**config.mk**
```make
export PLATFORM = sky130hd
export DESIGN_NAME = dtyp_prep
export DESIGN_NICKNAME = d
export VERILOG_FILES = /design/src/sv/dtyp_pkg.sv /design/src/sv/dtyp_prep.sv
export SDC_FILE = /design/constraint.sdc
export NUM_CORES = 1
export LEC_CHECK = 0
export BUFFER_PORTS_ARGS = -buffer_cell sky130_fd_sc_hd__buf_2
export CAP_MARGIN = 20
export CORE_AREA = 2 2 161 163
export DETAILED_ROUTE_END_ITERATION = 12
export DIE_AREA = 0 0 163 165
export PLACE_DENSITY = 0.81
export REMOVE_ABC_BUFFERS = 1
export SLEW_MARGIN = 20
export SYNTH_ARGS = -nofsm -noshare
export SYNTH_HDL_FRONTEND = slang
export SYNTH_SLANG_ARGS = --single-unit
```
**constraint.sdc**
```tcl
create_clock -name clk_i -period 3.4 [get_ports clk_i]
set_clock_uncertainty 0.1 [all_clocks]
set_input_delay 0.51 -clock clk_i [delete_from_list [all_inputs] [get_ports clk_i]]
set_output_delay 0.51 -clock clk_i [all_outputs]
set_load 0.05 [all_outputs]
```
**src/sv/dtyp_pkg.sv**
```systemverilog
// Shared types, constants and the arctangent table for the direction-to-yaw/pitch pipeline.
package dtyp_pkg;

  // CORDIC datapath width: a coordinate difference is pre-scaled so that it always
  // occupies 59 bits, plus headroom for the CORDIC gain and the diagonal length.
  localparam int CORDIC_W = 62;
  // Angle accumulators hold degrees with TAB_FRAC fraction bits.
  localparam int TAB_FRAC = 24;
  localparam int ANG_W    = 35;
  localparam int ATAN_W   = 30;

  // Inverse CORDIC gain, 1/K truncated to 30 fraction bits.
  localparam int GAIN_SHIFT = 30;
  localparam logic [ATAN_W-1:0] INV_GAIN_Q30 = 30'd652032874;

  // Plus ninety degrees in accumulator format.
  localparam logic signed [ANG_W-1:0] Z_90 = 35'sd1509949440;

  typedef struct packed {
    logic signed [CORDIC_W-1:0] x;
    logic signed [CORDIC_W-1:0] y;
    logic signed [ANG_W-1:0]    z;
    logic                       zero;
  } vec_t;

  // round(atan(2^-i) * 180/pi * 2^24)
  function automatic logic [ATAN_W-1:0] atan_deg(input logic [4:0] idx);
    logic [ATAN_W-1:0] val;
    case (idx)
      5'd0:    val = 30'd754974720;
      5'd1:    val = 30'd445687602;
      5'd2:    val = 30'd235489088;
      5'd3:    val = 30'd119537938;
      5'd4:    val = 30'd60000934;
      5'd5:    val = 30'd30029717;
      5'd6:    val = 30'd15018523;
      5'd7:    val = 30'd7509720;
      5'd8:    val = 30'd3754917;
      5'd9:    val = 30'd1877466;
      5'd10:   val = 30'd938734;
      5'd11:   val = 30'd469367;
      5'd12:   val = 30'd234684;
      5'd13:   val = 30'd117342;
      5'd14:   val = 30'd58671;
      5'd15:   val = 30'd29335;
      5'd16:   val = 30'd14668;
      5'd17:   val = 30'd7334;
      5'd18:   val = 30'd3667;
      5'd19:   val = 30'd1833;
      5'd20:   val = 30'd917;
      5'd21:   val = 30'd458;
      5'd22:   val = 30'd229;
      5'd23:   val = 30'd115;
      5'd24:   val = 30'd57;
      5'd25:   val = 30'd29;
      5'd26:   val = 30'd14;
      5'd27:   val = 30'd7;
      5'd28:   val = 30'd4;
      5'd29:   val = 30'd2;
      5'd30:   val = 30'd1;
      default: val = 30'd0;
    endcase
    return val;
  endfunction

endpackage

```
**src/sv/dtyp_prep.sv**
```systemverilog
// Input stages: coordinate differences, pre-scaling and the quadrant pre-rotation for yaw.
module dtyp_prep #(
  parameter int COORD_WIDTH = 32
) (
  input  logic                                  clk_i,
  input  logic                                  rst_ni,
  input  logic                                  valid_i,
  input  logic signed [COORD_WIDTH-1:0]         from_x_i,
  input  logic signed [COORD_WIDTH-1:0]         from_y_i,
  input  logic signed [COORD_WIDTH-1:0]         from_z_i,
  input  logic signed [COORD_WIDTH-1:0]         to_x_i,
  input  logic signed [COORD_WIDTH-1:0]         to_y_i,
  input  logic signed [COORD_WIDTH-1:0]         to_z_i,
  output logic                                  valid_o,
  output dtyp_pkg::vec_t                        vec_o,
  output logic signed [dtyp_pkg::CORDIC_W-1:0]  dy_o
);
  import dtyp_pkg::*;

  localparam int DIFF_W   = COORD_WIDTH + 1;
  localparam int PRESCALE = 58 - COORD_WIDTH;

  logic                     diff_valid_q;
  logic signed [DIFF_W-1:0] dx_q, dy_q, dz_q;
  logic signed [DIFF_W-1:0] dx_d, dy_d, dz_d;

  logic                       rot_valid_q;
  vec_t                       vec_q, vec_d;
  logic signed [CORDIC_W-1:0] dy_s_q, dy_s_d;
  logic signed [CORDIC_W-1:0] sx, sz;

  always_comb begin
    dx_d = DIFF_W'(to_x_i) - DIFF_W'(from_x_i);
    dy_d = DIFF_W'(to_y_i) - DIFF_W'(from_y_i);
    dz_d = DIFF_W'(to_z_i) - DIFF_W'(from_z_i);
  end

  // A vector in the left half plane is turned by a quarter turn first, so the
  // iterations only see x >= 0.
  always_comb begin
    sx     = CORDIC_W'(dx_q) <<< PRESCALE;
    sz     = CORDIC_W'(dz_q) <<< PRESCALE;
    dy_s_d = CORDIC_W'(dy_q) <<< PRESCALE;
    vec_d.zero = (sx == '0) && (sz == '0);
    if (sx < 0) begin
      if (sz >= 0) begin
        vec_d.x = sz;
        vec_d.y = -sx;
        vec_d.z = Z_90;
      end else begin
        vec_d.x = -sz;
        vec_d.y = sx;
        vec_d.z = -Z_90;
      end
    end else begin
      vec_d.x = sx;
      vec_d.y = sz;
      vec_d.z = '0;
    end
  end

  always_ff @(posedge clk_i or negedge rst_ni) begin
    if (!rst_ni) begin
      diff_valid_q <= 1'b0;
      rot_valid_q  <= 1'b0;
    end else begin
      diff_valid_q <= valid_i;
      rot_valid_q  <= diff_valid_q;
    end
  end

  always_ff @(posedge clk_i) begin
    dx_q   <= dx_d;
    dy_q   <= dy_d;
    dz_q   <= dz_d;
    vec_q  <= vec_d;
    dy_s_q <= dy_s_d;
  end

  assign valid_o = rot_valid_q;
  assign vec_o   = vec_q;
  assign dy_o    = dy_s_q;

endmodule

```
* Word level (Yosys, flattened, before mapping)
Cells that the tools add are included.
** Storage, ports and cells
- Register bits after elaboration :: 294
- Input bits :: 195
- Output and inout port bits :: 223
- Logic and storage cells :: 27
** Cells by class
- Add/sub/neg operators :: 5
- Magnitude comparators :: 2
- Mux-type cells :: 2
- Bitwise gates (word level) :: 1
- Reduce and logical (&&, ||, !) cells :: 5
** Operators by type and width (count)
- two-way mux 159 bit :: 2
- zero test 62 bit :: 2
- negator 59 -> 62 bit :: 2
- subtractor 32 x 32 -> 33 bit :: 3
- greater-or-equal comparator 59 x 1 -> 1 bit (second input constant) :: 1
- < comparator 59 x 1 -> 1 bit (second input constant) :: 1
- AND reduction 2 bit :: 1
- OR reduction 2 bit :: 1
- logical AND 1 bit :: 1
- inverter 1 bit :: 1

* Longest topological paths before layout
- Depth in word-level cells :: 3
- Mapped depth :: 10
- Gate-level depth less buffers :: 10

* Least setup slack after synthesis
Ideal clock, no wire load.
- Path type :: input to register
- Start point :: input port to_z_i[0]
- End point :: register dz_q[32]
- Library setup time :: 0.120 ns
- Arrival time :: 2.807 ns
- Data required time :: 3.180 ns
- Setup slack :: 0.374 ns
- Cell stages on the path :: 10
- Buffers on the path :: 0
- Path through :: inv_1 ha_1 fa_1 nor2b_1 o2111ai_1 a2111oi_0 a211oi_1 o31ai_1 a41oi_1 o31a_1
** Between the ends
- Cells in the longest elaborated chain, start to end :: 1
** RTL lines
- start: declaration :: line dtyp_prep.sv:13 : input logic signed [COORD_WIDTH-1:0] to_z_i,
- subtractor 32 x 32 -> 33 bit :: line dtyp_prep.sv:35 : dz_d = DIFF_W'(to_z_i) - DIFF_W'(from_z_i);
- net dz_d[32] :: line dtyp_prep.sv:25 : logic signed [DIFF_W-1:0] dx_d, dy_d, dz_d;
- end signal: assignment :: line dtyp_prep.sv:75 : dz_q <= dz_d;
- end: declaration :: line dtyp_prep.sv:24 : logic signed [DIFF_W-1:0] dx_q, dy_q, dz_q;
The timed path passes the listed nets, and every way through them passes these cells.
A chain may end at the register's enable or synchronous reset.

==> flow_metrics.tcl <==
set metrics [dict create \
    status "complete, no violations" \
    antenna_found_initial 9 \
    ir_worst_vdd_uv 764 \
    wl_per_cell_um 15.7 \
    netlist_instances 1574 \
    rsz0062_at_grt "no" \
    yosys-top-cells-area "dfxtp_1, ha_1, buf_4" \
    fin_crit_sh_pct 82.8 \
    route.vias.total 11800 \
    grt_pass1_wl_mm 53.3 \
    grt_overflow_total 0 \
    dpl_worst_slack_ps 82.4 \
    fin_nets 2164 \
    place_congestion 0.927 \
    dr.pass1.iters 5 \
    power_w 0.0101 \
    layout_common_cells "buf_2, dfxtp_1, a21oi_1" \
    worst_pin_slew_ps 810 \
    drc 0 \
    htree_levels 1 \
    arrival_ps 3120 \
    worst_hold_slack_ps 163 \
    slew_violations 0 \
    wirelength_mm 34.9 \
    async_flop_share_pct 0.952 \
    hpwl_mm 27.8 \
    area_delta_synth_final_pct 17.5 \
    min_to "dz_q[0]" \
    fin_crit_ps 2820 \
    synth_edf_count 0 \
    cp.required_ps 3710 \
    slew_headroom_pct 45.3 \
    seq_area_frac_synth_pct 32.6 \
    min-delay-start "from_z_i[0]" \
    synth_area_um2 12900 \
    ios 418 \
    setup_ws_ps 584 \
    synth_seq_cells 210 \
    postRouteAntennaNets 0 \
    cts.clk_slew.worst_paths_ps 60 \
    hold_depth 3 \
    vias_per_cell 5.29 \
    clock_sinks 210 \
    regArea_um2 4220 \
    r2r_start "dx_q[7]" \
    critical_path_class "reg -> reg" \
    cts_buffer_depth 3 \
    ys_warn_count 0 \
    synth_top_cell_by_area "dfxtp_1" \
    timing.reg2reg.setup_slack_ps 580 \
    yosys.area.top_type_share_pct 32.2 \
    core_um2 25000 \
    hold_viol_final 0 \
    grt_start_max_net_pins 70 \
    timing.rr.end "vec_o[87]" \
    grt_pass1_vias 10900 \
    final_cells 2221 \
    rows 58 \
    die_y_um 165 \
    end_kind "flip-flop" \
    insertion_delay_ps 520 \
    io_buffers 314 \
    grt_use_total_pct 24.6 \
    reg2regPathDepth 7 \
    yosys.cell_types.count 71 \
    initial_utilization_pct 51.7 \
    finalSetupViolCount 0 \
    die_area_um2 26900 \
    multi_input_comb_area_um2 7530 \
    final.setup.tns_ps 0 \
    hold_class "in -> reg" \
    avgSynthCellArea_um2 8.22 \
    final_common_cell "buf_2" \
    fp.dieW_um 163 \
    cp-start-kind "flip-flop" \
    ys.flop_type "dfxtp_1" \
    placed_cells 2169 \
    cts-buffers-inserted 24 \
    power_density_nw_per_um2 665 \
    cts_tree "done" \
    ctsRootBufferMaster "clkbuf_16" \
    drt_iter0_markers 667 \
    p_leak_nw 7.54 \
    fmax_ghz 0.355 \
    drive_gt1_share_pct 21.3 \
    cp_max_fo 9 \
    fillers 2265 \
    drv_cap 0 \
    crit_start "dx_q[7]" \
]
## worst max-delay path by stage
| stage | endpoint | cells after the start |
|---|---|---|
| after floorplan | vec_o[94] | 4 |
| after global placement | dz_q[32] | 11 |
| after detailed placement | dz_q[32] | 12 |
| after CTS | vec_o[87] | 7 |
| after global routing | vec_o[0] | 6 |
| final | vec_o[87] | 7 |
## through the flow
stage          util [%]  cell area (µm²)
2_1_floorplan         -            12300
3_3_place_gp       57.4            14400
3_5_place_dp       57.4            14400
4_1_cts            60.7            15200
5_1_grt            60.7            15200
6_report           60.7            15200
## flip-flops by register name, indices dropped and copies added (netlist names)
| name | cells |
|---|---|
| dx_q | 33 |
| diff_valid_q | 1 |
| dz_q | 33 |
| vec_o | 76 |
| valid_o | 1 |
| dy_o | 33 |
| dy_q | 33 |
## worst max-delay path, stage by stage (launching register included)
cell and delay, ps:
dfxtp_1 350, or3_4 430, or4_4 600, nor3_4 290
nor3b_2 230, nor3_1 60, a311o_1 370, mux2_4 270
## cells in the mapped netlist (17+ instances only)
cell / n
o31ai_1: 18
xnor2_1: 68
xor2_1: 71
buf_4: 113
a21oi_1: 161
nand3_1: 25
dfxtp_1: 208
o21ai_0: 70
a21o_1: 50
ha_1: 99
clkbuf_1: 52
nor2_1: 122
nand2_1: 96
nand4_1: 20
inv_1: 138
o21bai_1: 17
nor3_1: 27
## logic make-up (layout without fill, tap and decap cells)
logic type / Yosys count / count (layout) / share of synthesized area [%]
buf+inv: 308 / 514 / 12.3
other cells: 1 / 112 / 0.0290
mux: 18 / 18 / 1.54
flops: 210 / 210 / 32.6
fa+ha+maj: 102 / 102 / 10.0
xor+xnor: 139 / 139 / 9.41
compound gates: 416 / 416 / 19.9
simple gates: 380 / 380 / 14.2
## layout make-up
cell class / instances / area share (%)
multi-input combinational: 1161 / 49.5
sequential: 210 / 27.8
timing repair buffer: 332 / 11.3
clock buffer: 28 / 4.32
inverter: 138 / 3.41
tap: 330 / 2.72
clock inverter: 16 / 0.930
antenna: 6 / 0.0988
## routing by layer
metal  track usage [%]  vias to the layer above  part of all wire (%)
met5                 0                        -                 0.097
met3              5.42                       83                   8.5
met4              8.53                        6                   3.1
met2              43.9                      508                    48
met1              29.0                     5360                    40
li1                  -                     5799                     -
## power by group
group	leakage, nW	internal [W]	total [W]	switching (W)
Combinational	5.39	0.00115	0.00404	0.00289
Clock	0.377	0.00148	0.00256	0.00108
Sequential	1.78	0.00311	0.00351	0.000401
Total	7.54	0.00574	0.0101	0.00437
## repair_timing
action / CTS / global route
hold buffers: 2 / 0
gates resized for setup: 0 / 0
buffers inserted: 0 / 0
endpoints found under the hold margin: 3 / 0
Power figures use the tool's default switching activity.
