===== src/sv/dtyp_pkg.sv =====
// Shared types, constants and the arctangent table for the direction-to-yaw/pitch pipeline.
package dtyp_pkg;

  // CORDIC datapath width: a coordinate difference is pre-scaled so that it always
  // occupies 59 bits, plus headroom for the CORDIC gain and the diagonal length.
  localparam int CORDIC_W = 62;
  // Angle accumulators hold degrees with TAB_FRAC fraction bits.
  localparam int TAB_FRAC = 24;
  localparam int ANG_W    = 35;
  localparam int ATAN_W   = 30;

  // Inverse CORDIC gain, 1/K truncated to 30 fraction bits.
  localparam int GAIN_SHIFT = 30;
  localparam logic [ATAN_W-1:0] INV_GAIN_Q30 = 30'd652032874;

  // Plus ninety degrees in accumulator format.
  localparam logic signed [ANG_W-1:0] Z_90 = 35'sd1509949440;

  typedef struct packed {
    logic signed [CORDIC_W-1:0] x;
    logic signed [CORDIC_W-1:0] y;
    logic signed [ANG_W-1:0]    z;
    logic                       zero;
  } vec_t;

  // round(atan(2^-i) * 180/pi * 2^24)
  function automatic logic [ATAN_W-1:0] atan_deg(input logic [4:0] idx);
    logic [ATAN_W-1:0] val;
    case (idx)
      5'd0:    val = 30'd754974720;
      5'd1:    val = 30'd445687602;
      5'd2:    val = 30'd235489088;
      5'd3:    val = 30'd119537938;
      5'd4:    val = 30'd60000934;
      5'd5:    val = 30'd30029717;
      5'd6:    val = 30'd15018523;
      5'd7:    val = 30'd7509720;
      5'd8:    val = 30'd3754917;
      5'd9:    val = 30'd1877466;
      5'd10:   val = 30'd938734;
      5'd11:   val = 30'd469367;
      5'd12:   val = 30'd234684;
      5'd13:   val = 30'd117342;
      5'd14:   val = 30'd58671;
      5'd15:   val = 30'd29335;
      5'd16:   val = 30'd14668;
      5'd17:   val = 30'd7334;
      5'd18:   val = 30'd3667;
      5'd19:   val = 30'd1833;
      5'd20:   val = 30'd917;
      5'd21:   val = 30'd458;
      5'd22:   val = 30'd229;
      5'd23:   val = 30'd115;
      5'd24:   val = 30'd57;
      5'd25:   val = 30'd29;
      5'd26:   val = 30'd14;
      5'd27:   val = 30'd7;
      5'd28:   val = 30'd4;
      5'd29:   val = 30'd2;
      5'd30:   val = 30'd1;
      default: val = 30'd0;
    endcase
    return val;
  endfunction

endpackage


===== src/sv/dtyp_gain.sv =====
// Gain removal of the horizontal length and setup of the pitch CORDIC operands.
module dtyp_gain (
  input  logic                                  clk_i,
  input  logic                                  rst_ni,
  input  logic                                  valid_i,
  input  dtyp_pkg::vec_t                        vec_i,
  input  logic signed [dtyp_pkg::CORDIC_W-1:0]  dy_i,
  output logic                                  valid_o,
  output dtyp_pkg::vec_t                        vec_o,
  output logic signed [dtyp_pkg::ANG_W-1:0]     yaw_z_o
);
  import dtyp_pkg::*;

  localparam int U_W  = CORDIC_W - 1;
  localparam int HI_W = U_W - GAIN_SHIFT;
  localparam int PH_W = HI_W + ATAN_W;
  localparam int PL_W = GAIN_SHIFT + ATAN_W;

  logic [U_W-1:0]  mag_u;
  logic [PH_W-1:0] prod_hi_d, prod_hi_q;
  logic [PL_W-1:0] prod_lo_d, prod_lo_q;
  logic signed [ANG_W-1:0]    yaw_z_d, yaw_z_q, yaw_z2_q;
  logic signed [CORDIC_W-1:0] dy_q;
  logic                       mul_valid_q, out_valid_q;
  vec_t                       vec_d, vec_q;
  logic signed [CORDIC_W-1:0] hlen;

  // The length is split at bit 30 so each product stays within 31 x 30 bits.
  always_comb begin
    mag_u     = vec_i.x[CORDIC_W-1] ? '0 : vec_i.x[U_W-1:0];
    prod_hi_d = PH_W'(mag_u[U_W-1:GAIN_SHIFT]) * PH_W'(INV_GAIN_Q30);
    prod_lo_d = PL_W'(mag_u[GAIN_SHIFT-1:0]) * PL_W'(INV_GAIN_Q30);
    yaw_z_d   = vec_i.zero ? '0 : vec_i.z;
  end

  always_comb begin
    hlen       = CORDIC_W'(prod_hi_q) + CORDIC_W'(prod_lo_q >> GAIN_SHIFT);
    vec_d.x    = hlen;
    vec_d.y    = dy_q;
    vec_d.z    = '0;
    vec_d.zero = (hlen == '0) && (dy_q == '0);
  end

  always_ff @(posedge clk_i or negedge rst_ni) begin
    if (!rst_ni) begin
      mul_valid_q <= 1'b0;
      out_valid_q <= 1'b0;
    end else begin
      mul_valid_q <= valid_i;
      out_valid_q <= mul_valid_q;
    end
  end

  always_ff @(posedge clk_i) begin
    prod_hi_q <= prod_hi_d;
    prod_lo_q <= prod_lo_d;
    yaw_z_q   <= yaw_z_d;
    dy_q      <= dy_i;
    vec_q     <= vec_d;
    yaw_z2_q  <= yaw_z_q;
  end

  assign valid_o = out_valid_q;
  assign vec_o   = vec_q;
  assign yaw_z_o = yaw_z2_q;

endmodule


===== config.mk =====
export PLATFORM = sky130hd
export DESIGN_NAME = dtyp_gain
export DESIGN_NICKNAME = d
export VERILOG_FILES = /design/src/sv/dtyp_pkg.sv /design/src/sv/dtyp_gain.sv
export SDC_FILE = /design/constraint.sdc
export NUM_CORES = 2
export LEC_CHECK = 0
export BUFFER_PORTS_ARGS = -buffer_cell sky130_fd_sc_hd__buf_2
export CAP_MARGIN = 0
export CORE_MARGIN = 10
export CORE_UTILIZATION = 30
export CTS_BUF_LIST = sky130_fd_sc_hd__clkbuf_2 sky130_fd_sc_hd__clkbuf_4 sky130_fd_sc_hd__clkbuf_8
export CTS_CLUSTER_DIAMETER = 150
export DETAILED_ROUTE_END_ITERATION = 12
export PLACE_DENSITY_LB_ADDON = 0.25
export REMOVE_ABC_BUFFERS = 1
export SYNTH_ARGS = -nofsm -noshare
export SYNTH_HDL_FRONTEND = slang
export SYNTH_SLANG_ARGS = --single-unit

===== constraint.sdc =====
create_clock -name clk_i -period 5.5 [get_ports clk_i]
set_clock_uncertainty 0.15 [all_clocks]
set_input_delay 0.55 -clock clk_i [delete_from_list [all_inputs] [get_ports clk_i]]
set_output_delay 0.55 -clock clk_i [all_outputs]
set_load 0.01 [all_outputs]

# == Word level (Yosys, flattened, before mapping) ==
# Index checks and enable logic that the tools add are counted.
# word_totals
regBits,378
latchBits,0
mem_bits_rw,0
mem_bits_ro,0
out_inout_bits,196
wordCells,17
memories,0
# classes
addsub,1
multipliers,2
n_div,0
order_cmp,0
n_eq_ne,0
shifts,0
muxes,1
bitwise,0
n_reduce_logical,3
# ops
cell,n
62-bit logical NOT,2
61-bit by 30-bit adder with 62-bit output,1
61-bit two-way mux,1
31-bit by 29-bit multiplier with 60-bit output (second input constant),1
30-bit by 29-bit multiplier with 59-bit output (second input constant),1
1-bit logical AND,1

# == Logic depth before layout (Yosys ltp) ==
# logic_depth
ltp_word,3
ltp_mapped,33
ltp_nobuf,30

# == Worst setup path before layout ==
# OpenSTA, ideal clock, no wires.
# synth_path
path_type,input-to-reg
from,input port vec_i[159] in the netlist's numbering
to,register prod_lo_q[54]
setup_time_ns,0.072
arrival_time_ns,8.219
t_required_ns,5.278
path_slack_ns,-2.941
cell_stages,30
path_cell_list,clkbuf_1 -> clkbuf_1 -> nand2b_1 -> inv_1 -> fa_1 -> inv_1 -> fa_1 -> inv_1 -> fa_1 -> fa_1 -> fa_1 -> fa_1 -> fa_1 -> inv_1 -> fa_1 -> inv_1 -> ha_1 -> a21o_1 -> a21o_1 -> a21oi_1 -> nand2_1 -> a311oi_1 -> a21oi_1 -> o211ai_1 -> a21oi_1 -> or2_2 -> a31oi_1 -> o21bai_1 -> a21oi_1 -> xnor2_1
# synth_between
elab_chain_cells,2
# synth_lines
element,line_no,text
"start, declared",dtyp_gain.sv:6,"input dtyp_pkg::vec_t vec_i,"
61-bit two-way mux,dtyp_gain.sv:30,mag_u = vec_i.x[CORDIC_W-1] ? '0 : vec_i.x[U_W-1:0];
30-bit by 29-bit multiplier with 59-bit output,dtyp_gain.sv:32,prod_lo_d = PL_W'(mag_u[GAIN_SHIFT-1:0]) * PL_W'(INV_GAIN_Q30);
via prod_lo_d[54],dtyp_gain.sv:21,"logic [PL_W-1:0] prod_lo_d, prod_lo_q;"
"end signal, assigned",dtyp_gain.sv:56,prod_lo_q <= prod_lo_d;
"end, declared",dtyp_gain.sv:21,
# The timed path passes the listed nets, and every way through them passes these cells.
# A chain may end at the register's enable or synchronous reset.

# == Worst setup path in the final report ==
# layout_path
from,input port vec_i[159] in the netlist's numbering
to,register prod_hi_q[60]
# layout_between
elab_chain_cells,2
# layout_lines
element,line_no,text
61-bit two-way mux,dtyp_gain.sv:30,
31-bit by 29-bit multiplier with 60-bit output,dtyp_gain.sv:31,prod_hi_d = PH_W'(mag_u[U_W-1:GAIN_SHIFT]) * PH_W'(INV_GAIN_Q30);
via prod_hi_d[60],dtyp_gain.sv:20,"logic [PH_W-1:0] prod_hi_d, prod_hi_q;"
"end signal, assigned",dtyp_gain.sv:55,prod_hi_q <= prod_hi_d;
"end, declared",dtyp_gain.sv:20,
# The timed path passes the listed nets, and every way through them passes these cells.

==> metrics.cfg <==
[synth]
synth_edf_count=0
synth_top_cell_by_area=fa_1
syn-cell-area_sq_um=44200
synthCells=4214
synth.distinct_cells=74
synth_ff_type=dfxtp_1
postSynth.asyncResetShare=0.00573
synth_top_area_frac=0.385
ys_ff_latch=349
ys_seq_area_frac=0.158
synth.area.top_cells=fa_1 39%, ha_1 20%, dfxtp_1 16%
avgSynthCellArea_sq_um=10.5
yosysWarnings=0

[cells_and_area]
layout_common_cells=1149 x inv_1, 829 x fa_1, 734 x buf_4
syn_to_final_growth_pct=32.1
n_fill_cell=14400
mostFrequentLayoutCell=inv_1
final_cell_count_no_fill=7426
drive_above_1_share=0.279
finalNetCount=7228
ff_latch_area_sq_um=7000
multi_input_area_sq_um=34100

[critical_path]
crit_start=vec_i[159]
path_delay_family=adder cells
crit_top_cell=fa_1
setup.worst_path.end=prod_hi_q[60]$_DFF_P_
crit_required_ns=5.88
worstPathMaxFanout=6
cp_data_arrival_time_ns=8.09
regToRegEndpoint=vec_o[0]$_DFF_P_
reg2reg_from=prod_hi_q[2]$_DFF_P_
ff2ff_setup_slack_ns=0.78
path_buf_inv=8
cp-end-kind=flip-flop
cpPeakStageDelay_ns=0.58
crit_type=in -> reg
start_kind=input port
path_depth=31
cp_slowest_cell=fa_1
reg2reg_depth=14

[global_routing]
use_met1=0.222
use_met3=0.0280
busiest_layer=met2
gr-usage-all-layers=0.167
grt_max_degree=36
grt_antenna_before_repair=24
grt_util_met2=0.281
grt_pass1_vias=34900
grt.overflow.total=0
grt_pass1_wl_um=209000

[routing]
wirelength_um=138000
first_iter_violations=1435
wl_per_cell_um=18.6
vias=31700
vias_per_cell=4.27
drt_pass1_iterations=5
ant_nets=0
drc=0

[timing]
fin_crit_ns=7.71
slew_headroom=0.499
setup_ws_ns=-2.21
setup_violations=77
hold_violations=0
worst_pin_slew_ns=0.747
slew_viol_final=0
fmax_mhz=130
min_period_over_period=1.40
rsz0062_at_grt=true

[min_path]
hold_path.class=in -> async

[clock_network]
cts_tree=built
cts-root-buf=clkbuf_8
cts_max_level=2
cts_buffers=57
clock_latency_ns=0.64
clockBufferDepth=3
path_clk_slew_ns=0.06
clock_sinks=349

[status]
violations=negative setup slack
status=finished, violations left

[placement]
dp_slack_ns=-3.35
hpwl_um=124000
routabilityCongestion=0.939
placed_cells=7134
port_buffers=323

[die]
ioPinCount=421
rows=140
die_area_sq_um=163000
chipHeight_um=404
fp.dieW_um=404
core_area_sq_um=146000
initial_core_util=0.302

[run]
cap_violations=0

## cells by family (layout without fill, tap and decap cells)
family          Yosys count  after routing  synth area share
compound gates          337            337            0.0490
xor+xnor                173            173            0.0343
fa+ha+maj              1549           1549             0.583
buf+inv                1282           2535             0.112
flops                   349            349             0.158
mux                       3              3          0.000736
other cells               1             43         0.0000849
simple gates            520            520            0.0623
## area by class of cell
type,count,area share
Multi-Input combinational cell,2617,0.584
Timing Repair Buffer,1221,0.154
Inverter,1208,0.0784
Sequential cell,349,0.120
Clock buffer,80,0.0177
Antenna cell,8,0.000343
Clock inverter,26,0.00463
Tap cell,1917,0.0411
## per-layer routing
layer | share of wire | up-vias
li1 | - | 15300
met1 | 0.44 | 15500
met2 | 0.47 | 713
met3 | 0.051 | 187
met4 | 0.032 | 6
met5 | 0.00025 | -
## metrics by stage
step | cell area, sq um | util | TNS [ns] | hold WS [ns]
after floorplan | 43900 | - | -117.32 | 0.104
after global placement | 53300 | 0.365 | -190.75 | 0.160
after detailed placement | 53300 | 0.365 | -194.86 | 0.162
after CTS | 56800 | 0.389 | -108.12 | 0.0477
after global routing | 58400 | 0.399 | -135.93 | 0.116
final | 58400 | 0.400 | -122.18 | 0.145
## registers in the layout, indices dropped and copies added (netlist names)
register,count
vec_o,125
dy_q,62
prod_hi_q,60
yaw_z_o,35
yaw_z_q,35
prod_lo_q,30
mul_valid_q,1
valid_o,1
## cells in the mapped netlist, types with 5 or more instances
| cell | count |
|---|---|
| inv_1 | 1208 |
| fa_1 | 850 |
| ha_1 | 699 |
| dfxtp_1 | 347 |
| xnor2_1 | 113 |
| a21oi_1 | 107 |
| nor2_1 | 106 |
| nand2_1 | 93 |
| nor2b_1 | 83 |
| a21o_1 | 74 |
| xor2_1 | 60 |
| nand2b_1 | 55 |
| o21ai_0 | 46 |
| buf_4 | 35 |
| clkbuf_1 | 35 |
| nand3_1 | 32 |
| and2_1 | 26 |
| nand4_1 | 23 |
| nor3_1 | 23 |
| nor4_1 | 23 |
| o21a_1 | 23 |
| and3_1 | 21 |
| a31oi_1 | 13 |
| o21bai_1 | 11 |
| and4_1 | 9 |
| o31ai_1 | 8 |
| or3_1 | 7 |
| a211oi_1 | 6 |
| o21ai_1 | 6 |
| o2111ai_1 | 5 |
| o211ai_1 | 5 |
## worst min-delay path by stage
stage,endpoint,depth (start not counted)
after global placement,yaw_z_o[18]$_DFF_P_,0
final,valid_o$_DFF_PN0_,2
after CTS,mul_valid_q$_DFF_PN0_,2
after detailed placement,yaw_z_o[17]$_DFF_P_,0
after floorplan,mul_valid_q$_DFF_PN0_,0
after global routing,mul_valid_q$_DFF_PN0_,2
## timing repair
action	CTS	global route
endpoints found under the hold margin	100	0
pin swaps	88	127
cloned	1	2
gates resized for setup	200	248
hold buffers	99	0
endpoints found under the setup margin	80	80
setup buffers	29	54
Power is left out: the tool's default activity adds up to more than one toggle a clock period on the data nets, which glitch-free logic cannot reach.
