$ cat src/sv/dtyp_pkg.sv
// Shared types, constants and the arctangent table for the direction-to-yaw/pitch pipeline.
package dtyp_pkg;

  // CORDIC datapath width: a coordinate difference is pre-scaled so that it always
  // occupies 59 bits, plus headroom for the CORDIC gain and the diagonal length.
  localparam int CORDIC_W = 62;
  // Angle accumulators hold degrees with TAB_FRAC fraction bits.
  localparam int TAB_FRAC = 24;
  localparam int ANG_W    = 35;
  localparam int ATAN_W   = 30;

  // Inverse CORDIC gain, 1/K truncated to 30 fraction bits.
  localparam int GAIN_SHIFT = 30;
  localparam logic [ATAN_W-1:0] INV_GAIN_Q30 = 30'd652032874;

  // Plus ninety degrees in accumulator format.
  localparam logic signed [ANG_W-1:0] Z_90 = 35'sd1509949440;

  typedef struct packed {
    logic signed [CORDIC_W-1:0] x;
    logic signed [CORDIC_W-1:0] y;
    logic signed [ANG_W-1:0]    z;
    logic                       zero;
  } vec_t;

  // round(atan(2^-i) * 180/pi * 2^24)
  function automatic logic [ATAN_W-1:0] atan_deg(input logic [4:0] idx);
    logic [ATAN_W-1:0] val;
    case (idx)
      5'd0:    val = 30'd754974720;
      5'd1:    val = 30'd445687602;
      5'd2:    val = 30'd235489088;
      5'd3:    val = 30'd119537938;
      5'd4:    val = 30'd60000934;
      5'd5:    val = 30'd30029717;
      5'd6:    val = 30'd15018523;
      5'd7:    val = 30'd7509720;
      5'd8:    val = 30'd3754917;
      5'd9:    val = 30'd1877466;
      5'd10:   val = 30'd938734;
      5'd11:   val = 30'd469367;
      5'd12:   val = 30'd234684;
      5'd13:   val = 30'd117342;
      5'd14:   val = 30'd58671;
      5'd15:   val = 30'd29335;
      5'd16:   val = 30'd14668;
      5'd17:   val = 30'd7334;
      5'd18:   val = 30'd3667;
      5'd19:   val = 30'd1833;
      5'd20:   val = 30'd917;
      5'd21:   val = 30'd458;
      5'd22:   val = 30'd229;
      5'd23:   val = 30'd115;
      5'd24:   val = 30'd57;
      5'd25:   val = 30'd29;
      5'd26:   val = 30'd14;
      5'd27:   val = 30'd7;
      5'd28:   val = 30'd4;
      5'd29:   val = 30'd2;
      5'd30:   val = 30'd1;
      default: val = 30'd0;
    endcase
    return val;
  endfunction

endpackage

$ cat src/sv/dtyp_finish.sv
// Output stages: rounding to the output format, yaw offset and range clamps.
module dtyp_finish #(
  parameter int ANGLE_FRAC_BITS = 16
) (
  input  logic                                clk_i,
  input  logic                                rst_ni,
  input  logic                                valid_i,
  input  dtyp_pkg::vec_t                      vec_i,
  input  logic signed [dtyp_pkg::ANG_W-1:0]   yaw_z_i,
  output logic                                valid_o,
  output logic signed [ANGLE_FRAC_BITS+9:0]   yaw_deg_o,
  output logic signed [ANGLE_FRAC_BITS+7:0]   pitch_deg_o
);
  import dtyp_pkg::*;

  localparam int YAW_W   = ANGLE_FRAC_BITS + 10;
  localparam int PITCH_W = ANGLE_FRAC_BITS + 8;
  localparam int SHIFT   = TAB_FRAC - ANGLE_FRAC_BITS;
  localparam logic signed [ANG_W-1:0] HALF    = ANG_W'((1 << SHIFT) >> 1);
  localparam logic signed [ANG_W-1:0] DEG_90  = ANG_W'(90) <<< ANGLE_FRAC_BITS;
  localparam logic signed [ANG_W-1:0] DEG_270 = ANG_W'(270) <<< ANGLE_FRAC_BITS;

  logic                    rnd_valid_q, out_valid_q;
  logic signed [ANG_W-1:0] pitch_z;
  logic signed [ANG_W-1:0] yaw_r_d, yaw_r_q, pitch_r_d, pitch_r_q;
  logic signed [ANG_W-1:0] yaw_c, pitch_c;
  logic signed [YAW_W-1:0]   yaw_deg_q;
  logic signed [PITCH_W-1:0] pitch_deg_q;

  // Rounding is half up; pitch is negated before it is rounded.
  always_comb begin
    pitch_z   = vec_i.zero ? '0 : -vec_i.z;
    yaw_r_d   = ((yaw_z_i + HALF) >>> SHIFT) - DEG_90;
    pitch_r_d = (pitch_z + HALF) >>> SHIFT;
  end

  always_comb begin
    if (yaw_r_q < -DEG_270) begin
      yaw_c = -DEG_270;
    end else if (yaw_r_q > DEG_90) begin
      yaw_c = DEG_90;
    end else begin
      yaw_c = yaw_r_q;
    end
    if (pitch_r_q < -DEG_90) begin
      pitch_c = -DEG_90;
    end else if (pitch_r_q > DEG_90) begin
      pitch_c = DEG_90;
    end else begin
      pitch_c = pitch_r_q;
    end
  end

  always_ff @(posedge clk_i or negedge rst_ni) begin
    if (!rst_ni) begin
      rnd_valid_q <= 1'b0;
      out_valid_q <= 1'b0;
    end else begin
      rnd_valid_q <= valid_i;
      out_valid_q <= rnd_valid_q;
    end
  end

  always_ff @(posedge clk_i) begin
    yaw_r_q     <= yaw_r_d;
    pitch_r_q   <= pitch_r_d;
    yaw_deg_q   <= yaw_c[YAW_W-1:0];
    pitch_deg_q <= pitch_c[PITCH_W-1:0];
  end

  assign valid_o     = out_valid_q;
  assign yaw_deg_o   = yaw_deg_q;
  assign pitch_deg_o = pitch_deg_q;

endmodule

$ cat config.mk
export PLATFORM = sky130hd
export DESIGN_NAME = dtyp_finish
export DESIGN_NICKNAME = d
export VERILOG_FILES = /design/src/sv/dtyp_pkg.sv /design/src/sv/dtyp_finish.sv
export SDC_FILE = /design/constraint.sdc
export NUM_CORES = 1
export LEC_CHECK = 0
export BUFFER_PORTS_ARGS = -buffer_cell sky130_fd_sc_hd__clkbuf_2
export CORE_AREA = 5 5 168 105
export CTS_BUF_LIST = sky130_fd_sc_hd__clkbuf_4 sky130_fd_sc_hd__clkbuf_8 sky130_fd_sc_hd__clkbuf_16
export CTS_CLUSTER_DIAMETER = 150
export DETAILED_ROUTE_END_ITERATION = 12
export DIE_AREA = 0 0 173 110
export PLACE_DENSITY_LB_ADDON = 0.05
export REMOVE_ABC_BUFFERS = 1
export SYNTH_ARGS = -nofsm -noshare
export SYNTH_HDL_FRONTEND = slang
export SYNTH_SLANG_ARGS = --single-unit
$ cat constraint.sdc
create_clock -name clk_i -period 4.18 [get_ports clk_i]
set_input_delay 0.209 -clock clk_i [delete_from_list [all_inputs] [get_ports clk_i]]
set_output_delay 0.209 -clock clk_i [all_outputs]
set_load 0.02 [all_outputs]
Word-level counts from Yosys, hierarchy flattened
Index checks and enable logic that the tools add are counted.
{"block": "totals", "word_cells": 21, "register_bits": 107, "input_bits": 198}
{"block": "op_classes", "n_addsub": 4, "magnitude_cmp": 4, "mux": 3, "reduce_logical": 2}
{"cell": "$add 35x9->35 const B", "n": 2}
{"cell": "$mux 35", "n": 1}
{"cell": "$neg 35->35", "n": 1}
{"cell": "$gt 28x24->1 const B", "n": 1}
{"cell": "$lt 28x26->1 const B", "n": 1}
{"cell": "$sub 27x24->28 const B", "n": 1}
{"cell": "$gt 27x24->1 const B", "n": 1}
{"cell": "$lt 27x24->1 const B", "n": 1}
{"cell": "$mux 26", "n": 1}
{"cell": "$mux 24", "n": 1}
{"cell": "$reduce_or 2->1", "n": 2}

Logic depth before layout (Yosys ltp)
Gate-level depths: netlist of run 1.
{"block": "logic_depth", "depth_word": 3, "depth_mapped": 12, "mapped_depth_nobuf": 12}

Least setup slack after synthesis of run 1
OpenSTA, ideal clock, no wires.
{"block": "synth_path", "path_kind": "input to register", "from": "input vec_i[4] (netlist name)", "to": "register pitch_r_q[23]", "n_path_buf": 1, "setup_slack_ns": 1.019, "required_ns": 4.077, "arrival_time_ns": 3.057, "setup_time_ns": 0.103, "stages": 12, "path_cell_list": "or4_1 > buf_4 > nor2_1 > xnor2_1 > and2_1 > ha_1 > nor3b_1 > nand3_1 > nor4b_4 > a31oi_1 > o31a_1 > a2111oi_2"}
{"block": "synth_via", "elab_chain_cells": 3}
{"item": "start, declared", "line": "dtyp_finish.sv:8", "source": "input dtyp_pkg::vec_t vec_i,"}
{"item": "$neg 35->35", "line": "dtyp_finish.sv:32", "source": "pitch_z = vec_i.zero ? '0 : -vec_i.z;"}
{"item": "$mux 35", "line": "dtyp_finish.sv:32"}
{"item": "$add 35x9->35", "line": "dtyp_finish.sv:34", "source": "pitch_r_d = (pitch_z + HALF) >>> SHIFT;"}
{"item": "via pitch_r_d[23]", "line": "dtyp_finish.sv:25", "source": "logic signed [ANG_W-1:0] yaw_r_d, yaw_r_q, pitch_r_d, pitch_r_q;"}
{"item": "end signal, assigned", "line": "dtyp_finish.sv:66", "source": "pitch_r_q <= pitch_r_d;"}
{"item": "end, declared", "line": "dtyp_finish.sv:25"}
The timed path passes the listed nets, and every way through them passes these cells.
A chain may end at the register's enable or synchronous reset.

Final worst setup path of run 1
Ends and elaborated chain as after synthesis.

==> qor.log, run 1 <==
INFO  outcome        status=complete, no violations
INFO  global_route   grt_antenna_before_repair=2
INFO  layout         finalCoreUtilization=0.366
INFO  setup_path     cp_top_family=simple AND/OR/NAND/NOR gates
INFO  die            rows=36
INFO  route          vias_after_detailed_routing=3,920
INFO  placed_design  globalplace.congestion=0.811
INFO  layout         post_route_cells_drive_above_1_share=0.251
INFO  clocking       clk_pin_slew=0.07ns
INFO  power_and_ir_drop pwr-share-clk=0.383
INFO  die            dieWidth=173um
INFO  clocking       post_cts.resized_instances=0
INFO  synth          synth.lib_cells_used.distinct=60
INFO  synth          synth-seq-area-share=0.460
INFO  synth          syn-mean-instance-area=9.52um^2
INFO  power_and_ir_drop power.density=402nW/um^2
INFO  synth          post_synth_main_area_contributors=dfxtp_1 45%, and2_1 5.6%, xnor2_1 5.4%
INFO  setup_path     critical_path_cell_count=12
INFO  synth          synth_edf_count=0
INFO  timing         slew_headroom=0.348
INFO  die            initial_core_util=0.294
INFO  clocking       numCtsBuffers=9
INFO  layout         fin_nets=810
INFO  timing         time_the_worst_path_needs_with_i_o_delays_and_setup=3.36ns
INFO  power_and_ir_drop p_leak=2.42nW
INFO  synth          synth-xor-area-share=0.0916
INFO  route          detail_route.wirelength=13.1mm
INFO  synth          yosys.area_share.adder=0.00801
INFO  layout         layoutNonFillerInstCount=823
INFO  power_and_ir_drop internal-power=1.70mW
INFO  clocking       ctsLongestPathBuffers=2
INFO  clocking       tritoncts=built
INFO  synth          ys_async_sr_fraction=0.0187
INFO  synth          main_combinational_cell_family_by_area_after_synthesis=simple AND/OR/NAND/NOR gates
INFO  placed_design  count_of_port_buffers_added_during_placement=117
INFO  synth          synth-compound-area-share=0.126
INFO  setup_path     worst-setup-path-type=input port to register
INFO  setup_path     critical_path.startpoint=vec_i[4]
INFO  global_route   grt_start_max_net_pins=22
INFO  flow_run       max_cap_violations=0
INFO  timing         setup-violations-final=0
INFO  route          detailedRoute.firstIterationViolations=269
INFO  global_route   grt_overflow=0
INFO  synth          mappedNetlistArea=4680um^2
INFO  setup_path     timing.critical_path.slowest_stage_cell=or4_1
INFO  setup_path     rrSetupSlack=2.06ns
INFO  global_route   gr-usage-all-layers=0.138
INFO  synth          synthesis.instances=492
INFO  clocking       clk-insertion-delay-late=0.34ns
INFO  synth          multiplexer_share_of_the_synthesized_area=0.00214
INFO  synth          yosys_register_bits=107
INFO  setup_path     reg2reg_depth=7
INFO  clocking       clock-root-buffer=clkbuf_16
INFO  synth          post-synth-top-area-cell=dfxtp_1
INFO  global_route   grt_pass1_vias=3,704
INFO  timing         timing_hold_violations_final=0
INFO  route          antenna_violating_nets_post_route=0
INFO  layout         insertedDiodeCount=0
INFO  setup_path     setup.worst_path.start_class=input port
INFO  synth          synth_top_area_frac=0.449
INFO  setup_path     worstSetupEndpoint=pitch_r_q[23]
INFO  timing         layout_worst_path_cycle_share=0.804
INFO  power_and_ir_drop power.switching=0.643mW
INFO  die            die-area=19,000um^2
INFO  setup_path     arrival=3.60ns
INFO  synth          yosysWarningCount=0
INFO  route          drt_pre_antenna_iters=4
INFO  timing         setup_repair_after_global_routing_missed_its_margin=false
INFO  route          drt-vias-per-instance=4.76
INFO  setup_path     critical_path.reg2reg.endpoint=pitch_deg_o[4]
INFO  placed_design  placed_cells=805
INFO  power_and_ir_drop power_switching_share=0.274
INFO  timing         maximum_clock_skew_at_final_layout=0.00739ns
INFO  global_route   global_route_wire_length_before_repair=20.5mm
INFO  timing         worst_case_setup_margin_in_the_final_layout=0.818ns
INFO  clocking       clock_sink_count=107
INFO  power_and_ir_drop vdd_ir_drop_max=0.000163V
INFO  timing         setup-tns-final=0ns
INFO  clocking       htree_levels=3
INFO  timing         max_freq=297MHz
INFO  setup_path     launch_point_of_the_worst_reg_to_reg_path=pitch_r_q[21]
INFO  worst_hold_path min_path_type=input port to register
INFO  placed_design  placement.setup.worst_slack=0.474ns
INFO  setup_path     setup_crit_end_kind=register
INFO  setup_path     max_stage_delay=0.70ns
INFO  route          drt_drc_violations_left=0
INFO  setup_path     cp_cell_sequence=clkbuf_2 -> or4_1 -> nor2_1 -> xnor2_1 -> and2_1 -> ha_1 -> nor3b_1 -> nand3_1 -> nor4b_4 -> a31oi_1 -> o31a_1 -> a2111oi_2
INFO  die            design.core.area=15,900um^2
INFO  timing         worst_pin_slew=0.970ns
INFO  setup_path     critPathMaxFanout=6
INFO  die            dieHeight=110um
INFO  timing         maxSlewViolCount=0
INFO  die            floorplan.io_pins=249
INFO  route          routed_wire_length_per_instance=15.9um
INFO  synth          ys_dominant_reg_cell=dfxtp_1
INFO  synth          synth_simple_gate_area_frac=0.289
INFO  setup_path     critical_path_required=4.42ns
INFO  power_and_ir_drop comb_power_share=0.134
INFO  layout         flow.area_growth_from_synthesis=24.7%
INFO  setup_path     cp_num_buf_inv=1
INFO  placed_design  place_hpwl=10.8mm
INFO  power_and_ir_drop p_seq_frac=0.483
power by group through the flow:
stage | clock [mW] | combinational (mW) | sequential, mW
finish | 0.899 | 0.315 | 1.13
global placement | 0 | 0.315 | 1.16
CTS | 0.937 | 0.318 | 1.13
floorplan | 0 | 0.119 | 1.19
global route | 0.978 | 0.346 | 1.14
detailed placement | 0 | 0.315 | 1.16
sequential cells by signal, summed over array words and instances, names as in the netlist:
signal       count
yaw_r_q         28
pitch_r_q       27
yaw_deg_o       26
pitch_deg_o     24
rnd_valid_q      1
valid_o          1
metal layers:
metal,track usage,part of all wire,vias to the layer above
met5,0,0.00092,-
met4,0.0341,0.011,2
met3,0.0368,0.065,14
met2,0.164,0.34,124
met1,0.230,0.59,1753
li1,-,-,2027
what timing repair did:
item,CTS,global route
setup buffers,0,0
hold buffers,2,0
hold endpoints to repair,3,0
how the worst min path moves through the flow:
stage	from	to	cells past startpoint
finish	yaw_z_i[24]	yaw_r_q[16]	2
global route	yaw_z_i[24]	yaw_r_q[16]	2
CTS	yaw_z_i[24]	yaw_r_q[16]	2
detailed placement	rst_ni	rnd_valid_q	1
global placement	rst_ni	valid_o	1
floorplan	rst_ni	rnd_valid_q	0
layout by cell type, fill, tap and decap left out, types with 11 or more instances in the layout:
cell type,n
xor2_1,20
nor3_1,24
xnor2_1,29
nor2_1,34
and3_1,13
and2_1,42
inv_1,12
nand2_1,18
nand3_1,27
o21ai_1,11
a21oi_1,11
clkbuf_2,117
nor4_1,20
dfxtp_1,105
cells by family after synthesis:
| kind of cell | count (synthesis) |
|---|---|
| XOR/XNOR | 49 |
| flip-flops | 107 |
| buffers and inverters | 29 |
| multiplexers | 1 |
| AND/OR/NAND/NOR | 228 |
| AO/OA/AOI/OAI | 75 |
| adder cells (fa/ha/maj) | 3 |
cell type report:
cell class	count	area [um^2]
multi-input combinational	356	2420
clock inverter	7	103
fill	1666	10100
sequential	107	2150
tap	209	262
timing repair buffer	123	636
inverter	12	45.0
clock buffer	9	225
synthesized netlist by cell type, types with 9 or more instances:
cell type	instances
a21oi_1	11
and2_1	42
and3_1	13
clkbuf_1	16
dfxtp_1	105
inv_1	12
nand2_1	18
nand3_1	27
nand4_1	9
nor2_1	34
nor3_1	24
nor4_1	20
o21ai_1	11
xnor2_1	29
xor2_1	20
through the flow:
step                hold WS, ns  power [mW]  instance area, um^2
finish                   0.0669        2.35                 5840
global route             0.0537        2.47                 5840
CTS                      0.0535        2.39                 5840
detailed placement    -0.000744        1.47                 5490
global placement       -0.00670        1.47                 5490
floorplan               -0.0866        1.31                 4620
No activity file was read; power rests on OpenSTA's default activity.
==> run 2: changes to the inputs <==
==> constraint.sdc (replaced) <==
create_clock -name clk_i -period 3.3 [get_ports clk_i]
set_input_delay 0.165 -clock clk_i [delete_from_list [all_inputs] [get_ports clk_i]]
set_output_delay 0.165 -clock clk_i [all_outputs]
set_load 0.02 [all_outputs]
==> qor.log, run 2 (same netlist as run 1, synthesis figures left out) <==
INFO  clocking       clk-insertion-delay-late=0.34ns
INFO  layout         multi_input_comb_area=2420um^2
INFO  power_and_ir_drop power.total=2.90mW
INFO  route          drt_drc_violations_left=0
INFO  die            initial_core_util=0.294
INFO  die            rows=36
INFO  power_and_ir_drop p_leak=2.45nW
INFO  clocking       clk_pin_slew=0.08ns
INFO  power_and_ir_drop power.density=494nW/um^2
INFO  clocking       tritoncts=built
INFO  timing         slew_headroom=0.339
INFO  setup_path     critical_path_required=3.54ns
INFO  layout         flow.area_growth_from_synthesis=25.6%
INFO  clocking       ctsLongestPathBuffers=2
INFO  power_and_ir_drop internal-power=2.08mW
INFO  global_route   grt_overflow=0
INFO  setup_path     worst-setup-path-type=input port to register
INFO  route          drt-vias-per-instance=4.73
INFO  placed_design  place_hpwl=10.9mm
INFO  layout         post_route_cells_drive_above_1_share=0.262
INFO  global_route   grt_antenna_before_repair=2
INFO  power_and_ir_drop p_seq_frac=0.494
INFO  clocking       htree_levels=3
INFO  route          routed_wire_length_per_instance=16.0um
INFO  timing         setup-violations-final=0
INFO  die            dieHeight=110um
INFO  timing         timing_hold_violations_final=0
INFO  timing         maxSlewViolCount=0
INFO  placed_design  count_of_port_buffers_added_during_placement=117
INFO  timing         final.hold.worst_slack=0.0205ns
INFO  setup_path     setup_crit_end_kind=register
INFO  die            dieWidth=173um
INFO  placed_design  placed_area=5560um^2
INFO  power_and_ir_drop pwr-share-clk=0.368
INFO  die            floorplan.io_pins=249
INFO  clocking       clock-root-buffer=clkbuf_16
INFO  flow_run       max_cap_violations=0
INFO  placed_design  globalplace.congestion=0.812
INFO  clocking       post_cts.resized_instances=0
INFO  die            die-area=19,000um^2
INFO  timing         layout_worst_path_cycle_share=0.894
INFO  timing         time_the_worst_path_needs_with_i_o_delays_and_setup=2.95ns
INFO  route          detail_route.wirelength=13.3mm
INFO  route          vias_after_detailed_routing=3,934
INFO  layout         layout.cells.most_common=clkbuf_2
INFO  setup_path     setup.worst_path.start_class=input port
INFO  worst_hold_path min_path_type=input port to register
INFO  global_route   grt_pass1_vias=3,756
INFO  route          antenna_violating_nets_post_route=0
INFO  global_route   gr-usage-all-layers=0.140
INFO  layout         registers.top_by_ff_count=yaw_r_q
INFO  global_route   global_route_wire_length_before_repair=20.8mm
INFO  global_route   grt_start_max_net_pins=22
INFO  route          detailedRoute.firstIterationViolations=212
INFO  layout         layout.cells.most_common_list=117 x clkbuf_2, 105 x dfxtp_1, 42 x and2_1
INFO  clocking       numCtsBuffers=9
INFO  setup_path     rrSetupSlack=1.19ns
INFO  layout         largest_register_ff_count=28
INFO  timing         worst_pin_slew=0.982ns
INFO  setup_path     arrival=3.19ns
INFO  layout         post-route-cell-area=5880um^2
INFO  layout         flip_flop_and_latch_area=2150um^2
INFO  layout         fin_nets=819
INFO  layout         final.fill_count=1,689
INFO  clocking       clock_sink_count=107
INFO  power_and_ir_drop power_switching_share=0.284
INFO  power_and_ir_drop power.switching=0.824mW
INFO  power_and_ir_drop vdd_ir_drop_max=0.000207V
INFO  timing         setup-tns-final=0ns
INFO  die            design.core.area=15,900um^2
INFO  outcome        status=complete, no violations
INFO  setup_path     critPathMaxFanout=4
INFO  timing         setup_repair_after_global_routing_missed_its_margin=false
INFO  power_and_ir_drop comb_power_share=0.138
INFO  timing         max_freq=339MHz
INFO  timing         maximum_clock_skew_at_final_layout=0.00979ns
INFO  route          drt_pre_antenna_iters=4
INFO  layout         insertedDiodeCount=0
-- run 2: cell count changes in the layout (fill, tap and decap cells not counted) --
| cell | before | now |
|---|---|---|
| buf_4 | 4 | 13 |
| inv_8 | 2 | 1 |
| clkinv_4 | 0 | 2 |
| bufinv_16 | 1 | 0 |
-- run 2: worst paths after layout --
check	start	end	depth (start not counted)
max	vec_i[4]	pitch_r_q[25]	12
min	yaw_z_i[24]	yaw_r_q[16]	2
max reg2reg	pitch_r_q[21]	pitch_deg_o[4]	7
min reg2reg	rnd_valid_q	valid_o	0
max in group asynchronous	rst_ni	rnd_valid_q	2
min in group asynchronous	rst_ni	valid_o	2
-- run 2: critical path, stage by stage --
cell and delay, ns:
clkbuf_2 0.09, or4_1 0.59, o41a_4 0.39, nor3_1 0.16
ha_1 0.21, nor3b_1 0.31, nand3_1 0.18, nor4b_4 0.32
buf_4 0.17, and3_1 0.25, a21oi_1 0.09, o311ai_1 0.27
-- run 2: routing by layer --
layer / routed length [um] / track usage / vias to the layer above
met2: 4480 / 0.163 / 128
met1: 7850 / 0.235 / 1754
met5: 24 / 0 / -
met3: 800 / 0.0389 / 10
met4: 122 / 0.0353 / 4
li1: - / - / 2038
-- run 2: timing repair --
action                                 CTS  global route
hold buffers                             2             0
setup buffers                            0             0
endpoints found under the hold margin    3             0
-- run 2: layout make-up --
class                      count  share of cell area
clock buffer                   9              0.0383
clock inverter                 7              0.0134
inverter                      12             0.00765
multi-input combinational    356               0.411
sequential                   107               0.366
tap                          209              0.0444
timing repair buffer         132               0.119
-- run 2: stage by stage --
stage | instances | setup slack (ns) | util
after global placement | 814 | 0.0258 | 0.349
after detailed placement | 814 | 0.0171 | 0.349
after global routing | 832 | 0.142 | 0.369
after CTS | 832 | 0.377 | 0.369
after floorplan | 475 | 0.133 | -
final | 832 | 0.350 | 0.369
-- run 2: power groups by stage --
stage                     Clock (mW)  Sequential, mW  Combinational, mW
final                           1.07            1.44              0.402
after global routing            1.16            1.45              0.444
after CTS                       1.11            1.44              0.406
after detailed placement           0            1.47              0.403
after global placement             0            1.46              0.403
after floorplan                    0            1.51              0.151
==> run 3: changes to the inputs <==
--- a/config.mk
+++ b/config.mk
@@ -11,7 +11,7 @@
 export CTS_CLUSTER_DIAMETER = 150
 export DETAILED_ROUTE_END_ITERATION = 12
 export DIE_AREA = 0 0 173 110
-export PLACE_DENSITY_LB_ADDON = 0.05
+export PLACE_DENSITY = 0.69
 export REMOVE_ABC_BUFFERS = 1
 export SYNTH_ARGS = -nofsm -noshare
 export SYNTH_HDL_FRONTEND = slang
==> qor.log, run 3 (same netlist as run 1, synthesis figures left out) <==
INFO  setup_path     setup.worst_path.start_class=input port
INFO  setup_path     critPathMaxFanout=3
INFO  route          drt_drc_violations_left=0
INFO  die            design.core.area=15,900um^2
INFO  placed_design  place_hpwl=10.3mm
INFO  clocking       htree_levels=3
INFO  power_and_ir_drop power.density=491nW/um^2
INFO  layout         post_route_cells_drive_above_1_share=0.258
INFO  layout         layout.cells.most_common=clkbuf_2
INFO  layout         flow.area_growth_from_synthesis=25.2%
INFO  outcome        status=complete, no violations
INFO  setup_path     arrival=3.05ns
INFO  route          routed_wire_length_per_instance=15.1um
INFO  global_route   grt_start_max_net_pins=22
INFO  clocking       clk_pin_slew=0.07ns
INFO  timing         maximum_clock_skew_at_final_layout=0.0108ns
INFO  route          detailedRoute.firstIterationViolations=339
INFO  global_route   grt_overflow=0
INFO  placed_design  globalplace.congestion=0.887
INFO  die            dieWidth=173um
INFO  route          drt_pre_antenna_iters=5
INFO  route          vias_after_detailed_routing=4,045
INFO  layout         layout.cells.most_common_list=117 x clkbuf_2, 105 x dfxtp_1, 42 x and2_1
INFO  timing         worst_pin_slew=0.908ns
INFO  route          dr_wl_met2=4.63mm
INFO  setup_path     rrSetupSlack=1.22ns
INFO  timing         slew_headroom=0.389
INFO  clocking       ctsLongestPathBuffers=2
INFO  global_route   grt_antenna_before_repair=0
INFO  die            die-area=19,000um^2
INFO  timing         timing_hold_violations_final=0
INFO  power_and_ir_drop power.total=2.88mW
INFO  layout         finalCoreUtilization=0.368
INFO  power_and_ir_drop p_leak=2.44nW
INFO  clocking       clock_sink_count=107
INFO  setup_path     setup_crit_end_kind=register
INFO  die            floorplan.io_pins=249
INFO  clocking       clock-root-buffer=clkbuf_16
INFO  die            rows=36
INFO  power_and_ir_drop vdd_ir_drop_max=0.000247V
INFO  global_route   gr-usage-all-layers=0.130
INFO  flow_run       max_cap_violations=0
INFO  route          met3RoutedLength=836um
INFO  timing         worst_case_setup_margin_in_the_final_layout=0.467ns
INFO  timing         setup-tns-final=0ns
INFO  timing         setup_repair_after_global_routing_missed_its_margin=false
INFO  die            initial_core_util=0.294
INFO  clocking       post_cts.repair.setup_buffers=0
INFO  timing         setup-violations-final=0
INFO  worst_hold_path min_path_type=input port to register
INFO  clocking       clk-insertion-delay-late=0.34ns
INFO  route          antenna_violating_nets_post_route=0
INFO  timing         maxSlewViolCount=0
INFO  timing         max_freq=353MHz
INFO  global_route   global_route_wire_length_before_repair=19.6mm
INFO  route          drt-met1-wl=6.79mm
INFO  layout         registers.top_by_ff_count=yaw_r_q
INFO  layout         insertedDiodeCount=0
INFO  route          highest-signal-layer=met4
INFO  setup_path     worst-setup-path-type=input port to register
INFO  route          detail_route.wirelength=12.5mm
INFO  clocking       tritoncts=built
INFO  die            dieHeight=110um
INFO  setup_path     critical_path_required=3.51ns
INFO  placed_design  placement.setup.worst_slack=0.151ns
INFO  clocking       numCtsBuffers=9
INFO  route          drt-vias-per-instance=4.88
INFO  placed_design  count_of_port_buffers_added_during_placement=117
INFO  layout         fin_nets=816
INFO  layout         largest_register_ff_count=28
INFO  timing         time_the_worst_path_needs_with_i_o_delays_and_setup=2.83ns
INFO  global_route   grt_pass1_vias=3,607
INFO  timing         layout_worst_path_cycle_share=0.858
## run 3: cell count changes in the layout (fill, tap and decap cells not counted), sizes merged
cell	previous run	this run
buf	13	10
clkbuf	126	127
clkinv	4	3
## run 3: final timing paths
| path | startpoint | endpoint | depth (start not counted) |
|---|---|---|---|
| worst max-delay path | vec_i[4] | pitch_r_q[25] | 11 |
| worst min-delay path | yaw_z_i[24] | yaw_r_q[16] | 2 |
| worst max register to register | pitch_r_q[17] | pitch_deg_o[16] | 6 |
| worst min register to register | rnd_valid_q | valid_o | 0 |
| max in group asynchronous | rst_ni | rnd_valid_q | 2 |
| min in group asynchronous | rst_ni | valid_o | 2 |
## run 3: what timing repair did
| item | 4_1_cts | 5_1_grt |
|---|---|---|
| hold buffers | 2 | 0 |
| endpoints found under the setup margin | 0 | 0 |
| hold endpoints to repair | 3 | 0 |
| resized for setup | 0 | 0 |
## run 3: worst max-delay path, cell delays in order
cell	delay, ns
clkbuf_2	0.08
or4_1	0.58
o41a_4	0.38
nor3_1	0.15
ha_1	0.20
nor3b_1	0.26
nand3_1	0.16
nor4b_4	0.34
and3_1	0.27
a21oi_1	0.09
o311ai_1	0.36
## run 3: metal layers
metal,vias up,track usage
met1,1843,0.210
met2,145,0.161
met4,0,0.0421
met5,-,0
li1,2039,-
met3,18,0.0334
## run 3: layout make-up
class	count	area [um^2]
flip-flops and latches	107	2150
clock buffers	10	239
repair buffers	129	681
clock inverters	6	67.6
inverters	12	45.0
multi-input cells	356	2420
fillers	1620	10100
well taps	209	262
## run 3: per-stage QoR
step | area [um^2] | instances | hold WS (ns)
finish | 5860 | 829 | 0.0292
global route | 5860 | 829 | 0.0202
CTS | 5860 | 829 | 0.00994
detailed placement | 5540 | 811 | -0.0490
global placement | 5540 | 811 | -0.0497
floorplan | 4620 | 475 | -0.131
## run 3: report_power, final
| group | total, mW | internal, mW | switching [mW] |
|---|---|---|---|
| Clock | 1.05 | 0.555 | 0.493 |
| Combinational | 0.398 | 0.152 | 0.246 |
| Sequential | 1.44 | 1.39 | 0.0477 |
